==> src/sws_pkg.sv <==
// shared types, codes and constants of the sliding window sender
package sws_pkg;

  localparam int SEQ_BITS  = 3;
  localparam int SEQ_SPACE = 1 << SEQ_BITS;
  localparam int PAY_BITS  = 32;
  localparam int WS_BITS   = 3;
  localparam int ACK_BITS  = 3;

  localparam logic [WS_BITS-1:0] WS_RESET = WS_BITS'(4);
  localparam logic [1:0]         FULL_DUP = 2'd3;

  localparam logic [1:0] OP_SEND    = 2'd0;
  localparam logic [1:0] OP_ACK     = 2'd1;
  localparam logic [1:0] OP_TIMEOUT = 2'd2;

  localparam logic [1:0] KIND_NONE    = 2'd0;
  localparam logic [1:0] KIND_NEW     = 2'd1;
  localparam logic [1:0] KIND_FAST    = 2'd2;
  localparam logic [1:0] KIND_TIMEOUT = 2'd3;

  localparam logic [1:0] TMR_NONE    = 2'd0;
  localparam logic [1:0] TMR_START   = 2'd1;
  localparam logic [1:0] TMR_STOP    = 2'd2;
  localparam logic [1:0] TMR_RESTART = 2'd3;

  typedef struct packed {
    logic load;
    logic cfg_we;
  } cmd_t;

endpackage

==> src/sws_ram.sv <==
// generic simple dual port ram with registered read
module sws_ram #(
  parameter int WIDTH = 32,
  parameter int DEPTH = 8
) (
  input  logic                     clk,
  input  logic                     we,
  input  logic [$clog2(DEPTH)-1:0] waddr,
  input  logic [WIDTH-1:0]         wdata,
  input  logic                     re,
  input  logic [$clog2(DEPTH)-1:0] raddr,
  output logic [WIDTH-1:0]         rdata
);

  logic [WIDTH-1:0] mem [DEPTH];
  logic [WIDTH-1:0] rdata_r;

  always_ff @(posedge clk) begin
    if (we) begin
      mem[waddr] <= wdata;
    end
    if (re) begin
      rdata_r <= mem[raddr];
    end
  end

  assign rdata = rdata_r;

endmodule

==> src/sws_ctrl.sv <==
// controller: input/output and config handshakes and result slot state
module sws_ctrl (
  input  logic          clk,
  input  logic          rst_n,
  input  logic          in_valid,
  output logic          in_stall,
  output logic          out_valid,
  input  logic          out_stall,
  input  logic          cfg_valid,
  output logic          cfg_ready,
  output sws_pkg::cmd_t cmd
);

  localparam logic ST_EMPTY = 1'b0;
  localparam logic ST_FULL  = 1'b1;

  logic state_r;
  logic state_nxt;
  logic take;

  assign in_stall  = (state_r == ST_FULL) && out_stall;
  assign out_valid = (state_r == ST_FULL);
  assign cfg_ready = (state_r == ST_EMPTY);
  assign take      = in_valid && !in_stall;

  always_comb begin
    state_nxt = state_r;
    unique case (state_r)
      ST_EMPTY: begin
        if (in_valid) state_nxt = ST_FULL;
      end
      ST_FULL: begin
        if (!out_stall && !in_valid) state_nxt = ST_EMPTY;
      end
      default: state_nxt = ST_EMPTY;
    endcase
  end

  always_comb begin
    cmd.load   = take;
    cmd.cfg_we = cfg_valid && cfg_ready;
  end

  always_ff @(posedge clk) begin
    if (!rst_n) begin
      state_r <= ST_EMPTY;
    end else begin
      state_r <= state_nxt;
    end
  end

endmodule

==> src/sws_dp.sv <==
// datapath: window state, packet store and result word registers
module sws_dp (
  input  logic                            clk,
  input  logic                            rst_n,
  input  sws_pkg::cmd_t                   cmd,
  input  logic [sws_pkg::WS_BITS-1:0]     cfg_window_size,
  input  logic [1:0]                      in_op,
  input  logic [sws_pkg::PAY_BITS-1:0]    in_payload,
  input  logic [sws_pkg::ACK_BITS-1:0]    in_ack_number,
  input  logic                            in_checksum_ok,
  output logic                            out_accepted,
  output logic [1:0]                      out_tx_kind,
  output logic [sws_pkg::SEQ_BITS-1:0]    out_tx_seq,
  output logic [sws_pkg::PAY_BITS-1:0]    out_tx_payload,
  output logic [1:0]                      out_timer_action,
  output logic [sws_pkg::SEQ_BITS-1:0]    out_window_base,
  output logic [sws_pkg::SEQ_BITS-1:0]    out_next_seq
);

  logic [sws_pkg::WS_BITS-1:0]  ws_r;
  logic [sws_pkg::SEQ_BITS-1:0] base_r, base_nxt;
  logic [sws_pkg::SEQ_BITS-1:0] send_r, send_nxt;
  logic [sws_pkg::ACK_BITS-1:0] last_ack_r, last_ack_nxt;
  logic [1:0]                   dup_r, dup_nxt, dup_inc;
  logic                         acc_r, acc_nxt;
  logic [1:0]                   kind_r, kind_nxt;
  logic [sws_pkg::SEQ_BITS-1:0] seq_r, seq_nxt;
  logic [1:0]                   timer_r, timer_nxt;
  logic [sws_pkg::PAY_BITS-1:0] pay_r, pay_nxt;
  logic                         use_ram_r, use_ram_nxt;

  logic [sws_pkg::SEQ_BITS+sws_pkg::WS_BITS-1:0] win_sum;
  logic [sws_pkg::SEQ_BITS-1:0] win_end;
  logic [sws_pkg::SEQ_BITS-1:0] ack_seq;
  logic [sws_pkg::SEQ_BITS-1:0] prev;
  logic                         full;
  logic                         in_win;
  logic                         ram_we;
  logic                         ram_re;
  logic [sws_pkg::PAY_BITS-1:0] ram_rdata;

  assign win_sum = {{sws_pkg::WS_BITS{1'b0}}, base_r} + {{sws_pkg::SEQ_BITS{1'b0}}, ws_r};
  assign win_end = win_sum[sws_pkg::SEQ_BITS-1:0];
  assign full    = (win_end == send_r);
  assign ack_seq = sws_pkg::SEQ_BITS'(in_ack_number);
  assign prev    = sws_pkg::SEQ_BITS'(ack_seq - sws_pkg::SEQ_BITS'(1));
  assign dup_inc = dup_r + 2'd1;

  always_comb begin
    if (base_r < win_end) begin
      in_win = (prev >= base_r) && (prev < win_end);
    end else begin
      in_win = (prev >= base_r) || (prev < win_end);
    end
  end

  always_comb begin
    base_nxt     = base_r;
    send_nxt     = send_r;
    last_ack_nxt = last_ack_r;
    dup_nxt      = dup_r;
    acc_nxt      = 1'b0;
    kind_nxt     = sws_pkg::KIND_NONE;
    seq_nxt      = '0;
    timer_nxt    = sws_pkg::TMR_NONE;
    pay_nxt      = '0;
    use_ram_nxt  = 1'b0;
    ram_we       = 1'b0;
    ram_re       = 1'b0;
    unique case (in_op)
      sws_pkg::OP_SEND: begin
        if (!full) begin
          acc_nxt   = 1'b1;
          ram_we    = cmd.load;
          kind_nxt  = sws_pkg::KIND_NEW;
          seq_nxt   = send_r;
          pay_nxt   = in_payload;
          send_nxt  = sws_pkg::SEQ_BITS'(send_r + sws_pkg::SEQ_BITS'(1));
          if (base_r == send_r) timer_nxt = sws_pkg::TMR_START;
        end
      end
      sws_pkg::OP_ACK: begin
        if (in_checksum_ok) begin
          acc_nxt = 1'b1;
          if (in_ack_number == last_ack_r) begin
            dup_nxt = dup_inc;
            if (dup_inc == sws_pkg::FULL_DUP) begin
              dup_nxt     = 2'd0;
              kind_nxt    = sws_pkg::KIND_FAST;
              seq_nxt     = base_r;
              use_ram_nxt = 1'b1;
              ram_re      = cmd.load;
            end
          end else begin
            last_ack_nxt = in_ack_number;
            dup_nxt      = 2'd0;
          end
          if (in_win) begin
            base_nxt = ack_seq;
            if (ack_seq == send_r) timer_nxt = sws_pkg::TMR_STOP;
          end
        end
      end
      sws_pkg::OP_TIMEOUT: begin
        acc_nxt     = 1'b1;
        dup_nxt     = 2'd0;
        timer_nxt   = sws_pkg::TMR_RESTART;
        kind_nxt    = sws_pkg::KIND_TIMEOUT;
        seq_nxt     = base_r;
        use_ram_nxt = 1'b1;
        ram_re      = cmd.load;
      end
      default: begin
      end
    endcase
  end

  sws_ram #(
    .WIDTH (sws_pkg::PAY_BITS),
    .DEPTH (sws_pkg::SEQ_SPACE)
  ) u_store (
    .clk   (clk),
    .we    (ram_we),
    .waddr (send_r),
    .wdata (in_payload),
    .re    (ram_re),
    .raddr (base_r),
    .rdata (ram_rdata)
  );

  always_ff @(posedge clk) begin
    if (!rst_n) begin
      ws_r       <= sws_pkg::WS_RESET;
      base_r     <= '0;
      send_r     <= '0;
      last_ack_r <= '0;
      dup_r      <= 2'd0;
      acc_r      <= 1'b0;
      kind_r     <= sws_pkg::KIND_NONE;
      seq_r      <= '0;
      timer_r    <= sws_pkg::TMR_NONE;
      use_ram_r  <= 1'b0;
    end else begin
      if (cmd.cfg_we) begin
        ws_r <= cfg_window_size;
      end
      if (cmd.load) begin
        base_r     <= base_nxt;
        send_r     <= send_nxt;
        last_ack_r <= last_ack_nxt;
        dup_r      <= dup_nxt;
        acc_r      <= acc_nxt;
        kind_r     <= kind_nxt;
        seq_r      <= seq_nxt;
        timer_r    <= timer_nxt;
        use_ram_r  <= use_ram_nxt;
      end
    end
  end

  always_ff @(posedge clk) begin
    if (cmd.load) begin
      pay_r <= pay_nxt;
    end
  end

  assign out_accepted     = acc_r;
  assign out_tx_kind      = kind_r;
  assign out_tx_seq       = seq_r;
  assign out_tx_payload   = use_ram_r ? ram_rdata : pay_r;
  assign out_timer_action = timer_r;
  assign out_window_base  = base_r;
  assign out_next_seq     = send_r;

endmodule

==> src/sliding_window_sender_top.sv <==
// top level of the sliding window sender
//
// usage:
// - input channel (in_valid / in_stall) takes one event word: a send with
//   in_payload, an ack with in_ack_number and in_checksum_ok, or a timer expiry
// - every event gives exactly one result word on the output channel
//   (out_valid / out_stall): what was transmitted, the timer command and the
//   window base and next sequence number after the event
// - a result is registered and shows in the cycle after its word is accepted;
//   the packet store read for a retransmit is registered with it
// - throughput is one event per cycle while the receiver keeps out_stall low;
//   the one result register is refilled in the cycle it is taken
// - when the receiver stalls, the result holds and in_stall rises while a
//   result is pending
// - cfg_window_size is written through cfg_valid / cfg_ready; cfg_ready is
//   high while no result is pending
// - synchronous reset clears the window to empty, sequence numbers and the
//   duplicate ack count to zero and the window size to 4; the packet store
//   is not cleared and a slot reads valid only after a send wrote it
module sliding_window_sender_top (
  input  logic                         clk,
  input  logic                         rst_n,
  input  logic                         in_valid,
  output logic                         in_stall,
  input  logic [1:0]                   in_op,
  input  logic [sws_pkg::PAY_BITS-1:0] in_payload,
  input  logic [sws_pkg::ACK_BITS-1:0] in_ack_number,
  input  logic                         in_checksum_ok,
  output logic                         out_valid,
  input  logic                         out_stall,
  output logic                         out_accepted,
  output logic [1:0]                   out_tx_kind,
  output logic [sws_pkg::SEQ_BITS-1:0] out_tx_seq,
  output logic [sws_pkg::PAY_BITS-1:0] out_tx_payload,
  output logic [1:0]                   out_timer_action,
  output logic [sws_pkg::SEQ_BITS-1:0] out_window_base,
  output logic [sws_pkg::SEQ_BITS-1:0] out_next_seq,
  input  logic                         cfg_valid,
  output logic                         cfg_ready,
  input  logic [sws_pkg::WS_BITS-1:0]  cfg_window_size
);

  sws_pkg::cmd_t cmd;

  sws_ctrl u_ctrl (
    .clk       (clk),
    .rst_n     (rst_n),
    .in_valid  (in_valid),
    .in_stall  (in_stall),
    .out_valid (out_valid),
    .out_stall (out_stall),
    .cfg_valid (cfg_valid),
    .cfg_ready (cfg_ready),
    .cmd       (cmd)
  );

  sws_dp u_dp (
    .clk              (clk),
    .rst_n            (rst_n),
    .cmd              (cmd),
    .cfg_window_size  (cfg_window_size),
    .in_op            (in_op),
    .in_payload       (in_payload),
    .in_ack_number    (in_ack_number),
    .in_checksum_ok   (in_checksum_ok),
    .out_accepted     (out_accepted),
    .out_tx_kind      (out_tx_kind),
    .out_tx_seq       (out_tx_seq),
    .out_tx_payload   (out_tx_payload),
    .out_timer_action (out_timer_action),
    .out_window_base  (out_window_base),
    .out_next_seq     (out_next_seq)
  );

  // an accepted word always leaves a result behind
  a_accept_gives_result: assert property (@(posedge clk) disable iff (!rst_n)
    (in_valid && !in_stall) |=> out_valid)
    else $error("accepted word produced no result");

  // input stalls only behind a pending result
  a_stall_needs_result: assert property (@(posedge clk) disable iff (!rst_n)
    in_stall |-> out_valid)
    else $error("input stalled with no pending result");

  // nothing sent means zero sequence and payload
  a_idle_tx_zero: assert property (@(posedge clk) disable iff (!rst_n)
    (out_valid && out_tx_kind == sws_pkg::KIND_NONE) |->
      (out_tx_seq == '0 && out_tx_payload == '0))
    else $error("nonzero tx fields with nothing sent");

  // a new packet never stops or restarts the timer
  a_new_timer: assert property (@(posedge clk) disable iff (!rst_n)
    (out_valid && out_tx_kind == sws_pkg::KIND_NEW) |->
      (out_timer_action == sws_pkg::TMR_NONE || out_timer_action == sws_pkg::TMR_START))
    else $error("bad timer action on new packet");

  // a refused or corrupt word changes nothing and sends nothing
  a_refused_quiet: assert property (@(posedge clk) disable iff (!rst_n)
    (out_valid && !out_accepted) |->
      (out_tx_kind == sws_pkg::KIND_NONE && out_timer_action == sws_pkg::TMR_NONE))
    else $error("refused word sent a packet or touched the timer");

endmodule

==> config.mk <==
export PLATFORM = sky130hd
export DESIGN_NAME = sliding_window_sender_top
export DESIGN_NICKNAME = d
export VERILOG_FILES = /design/src/sws_pkg.sv /design/src/sws_ram.sv /design/src/sws_ctrl.sv /design/src/sws_dp.sv /design/src/sliding_window_sender_top.sv
export SDC_FILE = /design/constraint.sdc
export NUM_CORES = 1
export LEC_CHECK = 0
export ABC_AREA = 1
export BUFFER_PORTS_ARGS = -buffer_cell sky130_fd_sc_hd__buf_2
export CAP_MARGIN = 20
export CORE_ASPECT_RATIO = 1.2
export CORE_MARGIN = 1
export CORE_UTILIZATION = 30
export DETAILED_ROUTE_END_ITERATION = 10
export HOLD_SLACK_MARGIN = 0.06
export REMOVE_ABC_BUFFERS = 1
export SLEW_MARGIN = 0
export SYNTH_ARGS = -nofsm -noshare
export SYNTH_HDL_FRONTEND = slang
export SYNTH_SLANG_ARGS = --single-unit
==> constraint.sdc <==
create_clock -name clk -period 4.1 [get_ports clk]
set_input_delay 0.41 -clock clk [delete_from_list [all_inputs] [get_ports clk]]
set_output_delay 0.41 -clock clk [all_outputs]
set_load 0.02 [all_outputs]
### Word-level counts from Yosys, hierarchy flattened

Memories as Yosys holds them, arrays and structs flattened. A register that Yosys moved wholly into a read port is not among the register bits.
Cells that the tools add are included.

* add/sub/neg operators: 4
* $mul: 0
* div/mod/pow operators: 0
* magnitude comparators: 3
* equal/unequal tests: 8
* shift operators: 0
* muxes and demuxes: 40
* bitwise gates (word level): 4
* reduce and logical (&&, ||, !) cells: 16

Operators by type and width (count)
* two-way mux 32 bit: 1
* two-way mux 2 bit: 10
* two-way mux 1 bit: 17
* == test 3 bit: 4
* two-way mux 3 bit: 4
* case mux 2 bit (3 select lines): 2
* case mux 3 bit (3 select lines): 1
* AND reduction 4 bit: 2
* less-than comparator 3 bit: 2
* case mux 1 bit (2 select lines): 3
* AND reduction 3 bit: 2
* logical AND 1 bit: 5
* == test 2 bit, second input constant: 2
* inverter 1 bit: 4
* case mux 2 bit (2 select lines): 1
* adder 3 x 1 -> 3 bit, second input constant: 1
* adder 3 bit: 1
* greater-or-equal comparator 3 bit: 1
* logical NOT 1 bit: 3
* case mux 1 bit (3 select lines): 1
* subtractor 3 x 1 -> 3 bit, second input constant: 1
* adder 2 x 1 -> 2 bit, second input constant: 1
* == test 2 x 1 -> 1 bit, second input constant: 1
* logical NOT 2 bit: 1
* other kinds (4): 4

* register bits after elaboration: 56
* bits in latches: 0
* RAM bits: 256
* ROM bits: 0
* input bits: 46
* output and inout bits: 49
* logic and storage cells: 88
* memories kept: 1

Memory list
* u_dp.u_store.mem: depth 8, bits a word 32, read ports 1, clocked after memory_dff 1, write ports 1, line sws_ram.sv:15 `logic [WIDTH-1:0] mem [DEPTH];`

### Longest topological paths before layout

Gate-level depths: netlist of run 1.

* word-level depth: 7
* mapped depth: 16

### Modules after synthesis

From an unflattened synthesis of run 1, not the netlist that was laid out.

* cells, all modules: 1527
* area total of the unflattened synthesis: 15463.6 um^2

Modules (own cells, without submodules)
* sws_ram: instances 1, cells an instance 1156, area each 12192.9 um^2, sequential area each 8648.3 um^2
* sws_dp: instances 1, cells an instance 360, area each 3201.8 um^2, sequential area each 1421.4 um^2
* sws_ctrl: instances 1, cells an instance 11, area each 68.8 um^2, sequential area each 20.0 um^2

### Worst setup path after synthesis of run 1

No wires, ideal clock.

* path kind: reg-to-reg
* from: register u_dp.base_r (netlist bit u_dp.out_window_base[1])
* to: memory u_dp.u_store.mem[7][0], enable pin
* arrival: 4146 ps
* data required time: 3639 ps
* setup slack: -508 ps
* stages on the path, launching flop included: 12
* buffers on the path: 2
* period minus slack after synthesis: 4608 ps
* cells stage by stage: dfxtp_1 inv_1 buf_2 buf_2 fa_1 inv_1 nand2_1 nand2_1 nand2_2 nand3_4 nand3_4 nor3_1

* cells in the longest elaborated chain, start to end: 6

RTL lines
* start: declaration: line sws_dp.sv:21 `logic [sws_pkg::SEQ_BITS-1:0] base_r, base_nxt;`
* start signal: assignment: line sws_dp.sv:148 `base_r <= base_nxt;`
* adder 3 bit: line sws_dp.sv:42 `assign win_sum = {{sws_pkg::WS_BITS{1'b0}}, base_r} + {{sws_pkg::SEQ_BITS{1'b0}}, ws_r};`
* == test 3 bit: line sws_dp.sv:44 `assign full = (win_end == send_r);`
* two-way mux 1 bit: line sws_dp.sv:72 `if (!full) begin`
* two-way mux 1 bit: line sws_dp.sv:70 `unique case (in_op)`
* two-way mux 1 bit: line sws_ram.sv:19 `if (we) begin`
* two-way mux 1 bit (implied by the code): line sws_ram.sv:20 `mem[waddr] <= wdata;`
* end: declaration: line sws_ram.sv:15

No other way between the ends.

### Worst setup path in the final report of run 1

* from: register u_dp.base_r (netlist bit u_dp.out_window_base[0])
* to: memory u_dp.u_store.mem[4][13], enable pin

Same word-level chain as after synthesis.

==> flow_summary.toml, run 1 <==
[status]
result_of_the_run = "finished, final reports clean"

[logic_synthesis]
ys_top_cells_by_area = "sky130_fd_sc_hd__edfxtp_1 (68%), sky130_fd_sc_hd__nor2_1 (7.3%), sky130_fd_sc_hd__o21ai_0 (4.6%)"
synth_largest_area_cell = "sky130_fd_sc_hd__edfxtp_1"
ys.warnings.count = 0
synth_top_area_share_pct = 67.9
synth_area_um2 = 14100
ys_seq_elements = 344
postSynthAreaPerCell_um2 = 12.5
synth.lib_cells_used.distinct = 38
postSynthCellCount = 1135
yosysSeqAreaShare_pct = 71.3

[global_routing]
grt_overflow = 0
grt_max_degree = 83
global_route_wire_length_before_repair_mm = 49.0
first_global_vias = 8579
grt_antenna_before_repair = 4
global_route.usage.total_pct = 13.1

[timing]
finalCritPeriodShare_pct = 77.6
tightest_slew_ns = 0.968
fmax_mhz = 314
timing.final.hold_violations = 0
fin_crit_ns = 3.18
setup_total_neg_slack_ns = 0
report.final.slew_viol_count = 0
fin_skew_ns = 0.0177
setup_viol = 0
rsz_0062_raised_after_global_routing = "false"
relSlewSlack_pct = 35.4

[critical_path]
slowest_stage_cell_cp = "sky130_fd_sc_hd__nor2_4"
worst-path-max-fanout = 53
timing.critical_path.from_type = "flip-flop"
worst_ep_required_time_ns = 4.30
cp_data_arrival_time_ns = 3.39
timing.setup.critical_path_class = "reg2reg"
biggest_cell_delay_along_the_critical_path_ns = 0.52
critical_path.cell_chain = "buf_4 -> clkinv_2 -> ha_1 -> inv_1 -> nand2_1 -> nand2_1 -> nor2_2 -> nand3_4 -> nand3_4 -> inv_2 -> nand2_4 -> nor2_4 -> buf_4"
crit_path_end_kind = "flip-flop"
r2r_cells = 13

[clock_tree]
htreeDepth = 2
cts-hold-fix-buffers = 0
post_cts.resized_instances = 0
cts_made_buffers = 36
cts.repair_timing.setup_buffer_count = 0
clock_sink_count = 344
tritoncts = "yes"
clkLatencyLatePin_ns = 0.53
cts_max_path_buffers = 3
cts.root.buffer_cell = "sky130_fd_sc_hd__clkbuf_16"
clkTransAtPathRegs_ns = 0.06

[power]
internal_power_mw = 5.95
p_switching_mw = 1.64
p_leak_nw = 5.86
power.share.combinational_pct = 6.0
sequentialPowerShare_pct = 51.6
power.clock.fraction_pct = 42.4
power_density_nw_per_um2 = 464
power.switching_fraction_pct = 21.7
irDropWorstVdd_uv = 272

[floorplan]
core_area_um2 = 46300
placementRows = 86
die_area_um2 = 48000
io_pins = 95
chipHeight_um = 240
initial_utilization_pct = 30.6
die_x_um = 200

[final_layout]
mostFrequentLayoutCell = "sky130_fd_sc_hd__edfxtp_1"
final_layout_size_suffix_gt1_share_pct = 18.1
areaGrowthSynthToFinish_pct = 15.6
final_cell_mix = "sky130_fd_sc_hd__edfxtp_1 (320), sky130_fd_sc_hd__nor2_1 (270), sky130_fd_sc_hd__o21ai_0 (130), sky130_fd_sc_hd__buf_2 (94), sky130_fd_sc_hd__nand2_1 (72)"
stdcell_area_um2 = 16400
nets = 1285

[route]
route.antenna.remaining_nets = 0
number_of_drc_markers_in_iteration_0 = 540
wl_per_cell_um = 17.0
drtPass1Iterations = 5
detail_route.wirelength_mm = 31.7
detailroute.via_count = 8606
vias_per_std_cell = 4.61
remaining_drc_errors = 0

[place]
port-buffer-count = 94
place.detailed.hpwl_mm = 18.7
placedInstanceArea_um2 = 15200
finalWeightedCongestion = 0.761

[worst_hold_path]
worstHoldPathType = "in2reg"
hold_path_depth = 3

[run]
drv.max_cap_violation_count = 0
==> sequential cells by signal, summed over array words and instances (netlist names) <==
name	cells
u_dp.u_store.mem	256
u_dp.pay_r	32
u_dp.u_store.rdata	32
u_dp.last_ack_r	3
u_dp.out_next_seq	3
u_dp.out_tx_seq	3
u_dp.out_window_base	3
u_dp.ws_r	3
u_dp.dup_r	2
u_dp.out_timer_action	2
u_dp.out_tx_kind	2
u_ctrl.out_valid	1
u_dp.out_accepted	1
u_dp.use_ram_r	1
==> power by group through the flow <==
stage / clock network (mW) / registers, mW / logic, mW
global placement: 0 / 3.99 / 0.454
floorplan: 0 / 4.00 / 0.256
detailed placement: 0 / 3.99 / 0.463
finish: 3.22 / 3.92 / 0.455
CTS: 3.29 / 3.92 / 0.465
global route: 3.39 / 3.92 / 0.508
==> cells by family (layout without fill, tap and decap cells) <==
kind of cell,count (synthesis),in the layout,share of synthesized area [%]
fa+ha+maj,15,15,1.38
xor+xnor,8,8,0.495
flops,344,344,71.3
compound gates,225,225,8.63
simple gates,382,382,11.0
buf+inv,129,243,4.62
mux,32,32,2.55
other cells,0,3,0
==> area by class of cell <==
| class | count | area (um2) |
|---|---|---|
| tap | 616 | 771 |
| sequential | 344 | 10100 |
| clock buffer | 44 | 952 |
| fill | 4536 | 29900 |
| timing repair buffer | 113 | 613 |
| inverter | 67 | 260 |
| multi-input combinational | 662 | 3460 |
| clock inverter | 19 | 204 |
| antenna | 3 | 7.51 |
==> critical path, delay by kind of cell (launching register included) <==
kind / cells / cell delay (ns)
buffers and inverters: 5 / 1.15
DFF: 1 / 0.35
adders and majority gates: 1 / 0.33
and+or+nand+nor: 7 / 1.03
==> synthesized netlist by cell type, drive strengths merged <==
| library cell | count |
|---|---|
| o22ai | 32 |
| clkbuf | 21 |
| nand3 | 17 |
| nand2 | 76 |
| clkinv | 1 |
| o21ai | 136 |
| o21bai | 1 |
| o211ai | 1 |
| dfxtp | 24 |
| nand3b | 1 |
| xnor2 | 3 |
| mux2 | 32 |
| a31oi | 32 |
| fa | 1 |
| a211oi | 1 |
| nand4 | 6 |
| xor2 | 5 |
| a21oi | 22 |
| buf | 41 |
| nor2 | 277 |
| edfxtp | 320 |
| nor3 | 5 |
| ha | 14 |
| inv | 66 |
==> layer usage <==
layer,share of wire [%],up-vias,wire (um),track usage (%)
met5,0.057,-,18,0
met4,2.4,4,767,4.46
met3,4.5,60,1440,2.40
met2,48,197,15100,21.8
met1,45,4150,14400,17.1
li1,-,4195,-,-
==> worst paths after layout <==
check	start	to	slack, ns
worst min register to register	u_dp.out_accepted	u_dp.out_accepted	0.47
worst max register to register	u_dp.out_window_base[0]	u_dp.u_store.mem[4][13]	0.92
worst max-delay path	u_dp.out_window_base[0]	u_dp.u_store.mem[4][13]	0.92
worst min-delay path	cfg_window_size[2]	u_dp.ws_r[2]	0.11
==> metrics by stage <==
stage	worst slack, ns	total power [mW]	hold slack [ns]	util [%]	std cells
floorplan	-3.48	4.26	0.444	-	1073
global placement	0.896	4.45	0.453	32.8	1802
detailed placement	0.854	4.46	0.461	32.8	1802
CTS	0.852	7.67	0.0904	35.3	1865
global route	0.617	7.82	0.121	35.3	1865
finish	0.917	7.59	0.112	35.4	1868
(Power assumes the default switching activity.)
==> run 2: changes to the inputs <==
clock period = 3.1 ns   (was 4.1 ns; I/O delays follow)
==> flow_summary.toml, run 2 (synthesized netlist as in run 1, its figures left out) <==
[timing]
setup_viol = 0
report.final.slew_viol_count = 0
fmax_mhz = 393
rsz_0062_raised_after_global_routing = "false"
fin_crit_ns = 2.54
fin_skew_ns = 0.00932
tightest_slew_ns = 0.978
pnr_worst_setup_slack_ns = 0.555
setup_total_neg_slack_ns = 0
timing.final.hold_violations = 0
relSlewSlack_pct = 34.8
worst_hold_slack_ns = 0.0811
finalCritPeriodShare_pct = 82.1

[route]
detailroute.via_count = 8766
route.antenna.remaining_nets = 0
drtPass1Iterations = 4
wl_per_cell_um = 17.0
detail_route.wirelength_mm = 31.8
remaining_drc_errors = 0
number_of_drc_markers_in_iteration_0 = 699
vias_per_std_cell = 4.70

[critical_path]
critical-path-top-cell-by-count = "sky130_fd_sc_hd__buf_4"
biggest_cell_delay_along_the_critical_path_ns = 0.81
worst-r2r-setup-slack_ns = 0.56
r2r_cells = 6
critical_path.cell_chain = "buf_4 -> buf_4 -> o21ai_0 -> o22ai_1 -> nor2_1 -> a31oi_1"
startpoint = "u_dp.out_window_base[0]"
timing.critical_path.from_type = "flip-flop"
crit_path_end_kind = "flip-flop"
worst_ep_required_time_ns = 3.46
slowest_stage_cell_cp = "sky130_fd_sc_hd__buf_4"
r2r-end = "u_dp.u_store.rdata[18]"
startpoint_of_the_worst_slack_reg_to_reg_timing_path = "u_dp.out_window_base[0]"
cp_data_arrival_time_ns = 2.91
timing.setup.critical_path_class = "reg2reg"
worst-path-max-fanout = 90
endpoint = "u_dp.u_store.rdata[18]"

[clock_tree]
clock_sink_count = 344
tritoncts = "yes"
cts.root.buffer_cell = "sky130_fd_sc_hd__clkbuf_16"
htreeDepth = 2
cts.repair_timing.setup_buffer_count = 0
clkLatencyLatePin_ns = 0.51
cts_max_path_buffers = 3
clkTransAtPathRegs_ns = 0.06
cts_made_buffers = 35

[run]
drv.max_cap_violation_count = 0

[status]
result_of_the_run = "finished, final reports clean"

[final_layout]
largest-register = "u_dp.u_store.mem"
final_layout_size_suffix_gt1_share_pct = 17.9
final_cell_mix = "sky130_fd_sc_hd__edfxtp_1 (320), sky130_fd_sc_hd__nor2_1 (270), sky130_fd_sc_hd__o21ai_0 (130), sky130_fd_sc_hd__buf_2 (94), sky130_fd_sc_hd__nand2_1 (72)"
areaGrowthSynthToFinish_pct = 16.2
fin_util_pct = 35.5
mostFrequentLayoutCell = "sky130_fd_sc_hd__edfxtp_1"
fillers = 4492
nets = 1289
stdcell_area_um2 = 16400
max_ffs_per_register = 256

[floorplan]
die_area_um2 = 48000
placementRows = 86
initial_utilization_pct = 30.6
die_x_um = 200
io_pins = 95
core_area_um2 = 46300
chipHeight_um = 240

[place]
dpl_worst_slack_ns = 0.607
finalWeightedCongestion = 0.777
port-buffer-count = 94
place.detailed.hpwl_mm = 18.0
placedInstanceArea_um2 = 15300

[global_routing]
grt_max_degree = 129
first_global_vias = 8556
grt_antenna_before_repair = 6
grt_overflow = 0
global_route_wire_length_before_repair_mm = 49.4
global_route.usage.total_pct = 13.2

[power]
power_density_nw_per_um2 = 593
irDropWorstVdd_uv = 286
p_leak_nw = 5.86

[worst_hold_path]
worstHoldPathType = "in2reg"
## run 2: worst max-delay path: cells and delay by family, from the launching register on
family | cells | cell delay, ns
buffers and inverters | 2 | 1.23
AO/OA/AOI/OAI | 3 | 0.63
flip-flops | 1 | 0.36
AND/OR/NAND/NOR | 1 | 0.06
## run 2: timing repair
| item | CTS | global route |
|---|---|---|
| endpoints found under the hold margin | 3 | 0 |
| hold buffers | 3 | 0 |
| resized for setup | 0 | 0 |
## run 2: layout make-up
cell class,instances,area [um2],area share [%]
Sequential cell,344,10100,61.4
Multi-Input combinational cell,662,3460,21.0
Clock buffer,43,948,5.77
Timing Repair Buffer,118,783,4.77
Tap cell,616,771,4.69
Inverter,67,260,1.58
Clock inverter,14,115,0.700
Antenna cell,3,7.51,0.0457
## run 2: how the worst min path moves through the flow
stage	startpoint	endpoint	slack (ns)	depth (start not counted)
4_1_cts	in_payload[3]	u_dp.u_store.mem[3][3]	0.06	1
6_report	in_payload[3]	u_dp.u_store.mem[3][3]	0.08	1
3_5_place_dp	u_dp.out_tx_kind[1]	u_dp.out_tx_kind[1]	0.46	2
3_3_place_gp	u_dp.last_ack_r[1]	u_dp.last_ack_r[1]	0.45	2
5_1_grt	in_payload[7]	u_dp.u_store.mem[2][7]	0.08	1
2_1_floorplan	rst_n	u_dp.out_tx_kind[0]	0.41	2
## run 2: per-layer routing
layer,vias to the layer above,global-route usage (%),wire length (um)
met5,-,0,39
met4,6,4.23,733
met3,51,2.44,1540
met2,207,22.6,15300
met1,4297,16.8,14200
li1,4205,-,-
## run 2: stage by stage
stage                     cells  power, mW
final                      1867       9.75
after detailed placement   1804       5.89
after global routing       1865       10.1
after floorplan            1073       5.63
after CTS                  1864       9.87
after global placement     1804       5.88
## run 2: power breakdown
| part | leakage (nW) | switching (mW) | internal (mW) |
|---|---|---|---|
| combinational | 2.24 | 0.414 | 0.198 |
| clock | 0.508 | 1.64 | 2.32 |
| sequential | 3.11 | 0.0265 | 5.15 |
==> run 3: changes to the inputs <==
clock period = 2.15 ns   (was 3.1 ns; I/O delays follow)
==> flow_summary.toml, run 3 (synthesized netlist as in run 1, its figures left out) <==
[final_layout]
max_ffs_per_register = 256
area.sequential_um2 = 10100
final_layout_size_suffix_gt1_share_pct = 23.8
final_cell_mix = "sky130_fd_sc_hd__edfxtp_1 (320), sky130_fd_sc_hd__nor2_1 (270), sky130_fd_sc_hd__o21ai_0 (130), sky130_fd_sc_hd__buf_2 (94), sky130_fd_sc_hd__nand2_1 (61)"
areaGrowthSynthToFinish_pct = 28.2
multi_input_comb_area_um2 = 3580
fillers = 4383
fin_util_pct = 39.2
largest-register = "u_dp.u_store.mem"
nets = 1403
mostFrequentLayoutCell = "sky130_fd_sc_hd__edfxtp_1"
stdcell_area_um2 = 18100
number_of_inserted_diodes = 0

[critical_path]
timing.critical_path.from_type = "flip-flop"
timing.setup.critical_path_class = "reg2reg"
cp_data_arrival_time_ns = 2.64
critical_path.cell_chain = "ha_4 -> inv_2 -> fa_2 -> nand2_1 -> nand2_1 -> nor2_2 -> nand3_4 -> nand3_4 -> inv_4 -> nand2_8 -> buf_6 -> nor2_4 -> buf_12 -> buf_12"
cp.depth = 14
critical_path.n_buffers_inverters = 5
crit_path_end_kind = "flip-flop"
worst-path-max-fanout = 14
worst_ep_required_time_ns = 2.38
critPathTopFamily = "adder cells"
slowest_stage_cell_cp = "sky130_fd_sc_hd__fa_2"
r2r_cells = 14
biggest_cell_delay_along_the_critical_path_ns = 0.54

[timing]
rsz_0062_raised_after_global_routing = "true"
setup_viol = 293
report.final.slew_viol_count = 0
fin_crit_ns = 2.41
fin_skew_ns = 0.0257
pnr_worst_setup_slack_ns = -0.256
finalCritPeriodShare_pct = 112
relSlewSlack_pct = 43.1
timing.final.hold_violations = 0
fmax_mhz = 416
tightest_slew_ns = 0.854
worst_hold_slack_ns = 0.110

[power]
power_density_nw_per_um2 = 793
internal_power_mw = 11.1
power.switching_fraction_pct = 22.6
p_leak_nw = 6.63
irDropWorstVdd_uv = 492
power.clock.fraction_pct = 40.1
p_switching_mw = 3.25
power.share.combinational_pct = 8.0
sequentialPowerShare_pct = 51.9

[clock_tree]
clkLatencyLatePin_ns = 0.53
cts_made_buffers = 34
htreeDepth = 2
cts_max_path_buffers = 3
clock_sink_count = 344
clkTransAtPathRegs_ns = 0.06
tritoncts = "yes"
cts.root.buffer_cell = "sky130_fd_sc_hd__clkbuf_16"

[route]
detail_route.wirelength_mm = 35.8
route.antenna.remaining_nets = 0
drtPass1Iterations = 5
wl_per_cell_um = 18.1
detailroute.via_count = 9324
number_of_drc_markers_in_iteration_0 = 614
vias_per_std_cell = 4.70
remaining_drc_errors = 0

[place]
dpl_worst_slack_ns = -0.286
port-buffer-count = 94
finalWeightedCongestion = 0.831
place.detailed.hpwl_mm = 19.0
placedInstanceArea_um2 = 15600

[run]
drv.max_cap_violation_count = 0

[floorplan]
die_x_um = 200
io_pins = 95
chipHeight_um = 240
initial_utilization_pct = 30.6
core_area_um2 = 46300
die_area_um2 = 48000
placementRows = 86

[global_routing]
global_route_wire_length_before_repair_mm = 52.7
first_global_vias = 8930
grt_max_degree = 134
grt_overflow = 0
grt_antenna_before_repair = 1
global_route.usage.total_pct = 14.2

[status]
failed_checks = "negative setup slack"
result_of_the_run = "complete, but fails checks"

[worst_hold_path]
worstHoldPathType = "in2reg"
hold_path_depth = 5
[run 3: cell types whose count changed in the layout (fill, tap and decap cells not counted), sizes merged]
cell         change
dlygate4sd3     +42
inv              +2
diode            -3
clkbuf           +7
buf             +62
clkinv           +5
[run 3: worst paths after layout]
check / from / endpoint / slack, ns
setup reg to reg: u_dp.out_window_base[0] / u_dp.u_store.mem[4][0] / -0.26
setup / recovery: u_dp.out_window_base[0] / u_dp.u_store.mem[4][0] / -0.26
hold reg to reg: u_dp.out_tx_kind[1] / u_dp.out_tx_kind[1] / 0.47
hold / removal: cfg_valid / u_dp.ws_r[0] / 0.11
[run 3: area by class of cell]
type	count	share of cell area [%]
repair buffers	233	13.0
clock inverters	21	1.01
well taps	616	4.25
clock buffers	39	4.91
inverters	67	1.45
multi-input cells	662	19.7
flip-flops and latches	344	55.7
[run 3: layer usage]
layer	global-route usage [%]	part of all wire [%]	up-vias	wire length, um
met1	18.9	44	4514	15700
met3	2.28	5.2	54	1850
met2	24.0	49	315	17500
li1	-	-	4439	-
met4	4.16	2.0	2	707
met5	0	0.028	-	10
[run 3: what timing repair did]
action	CTS	global route
cloned	9	11
hold buffers	45	0
setup buffers	20	13
resized for setup	38	45
pin swaps	12	14
endpoints found under the setup margin	313	301
hold endpoints to repair	267	0
[run 3: power groups by stage]
stage	combinational [mW]	sequential (mW)	clock (mW)
after floorplan	0.489	7.63	0
after global placement	0.931	7.60	0
after detailed placement	0.945	7.60	0
after CTS	1.13	7.46	5.91
after global routing	1.26	7.47	6.12
final	1.15	7.46	5.78
[run 3: tightest hold or removal path: cells and delay by family]
family                 cells  cell delay, ns
and+or+nand+nor            3            0.21
buffers and inverters      2            0.16
[run 3: stage by stage]
step | setup TNS, ns | power [mW] | std cells
after floorplan | -1536.13 | 8.12 | 1073
after global placement | -37.02 | 8.53 | 1830
after detailed placement | -46.23 | 8.55 | 1830
after CTS | -47.66 | 14.5 | 1962
after global routing | -89.29 | 14.8 | 1982
final | -56.89 | 14.4 | 1982
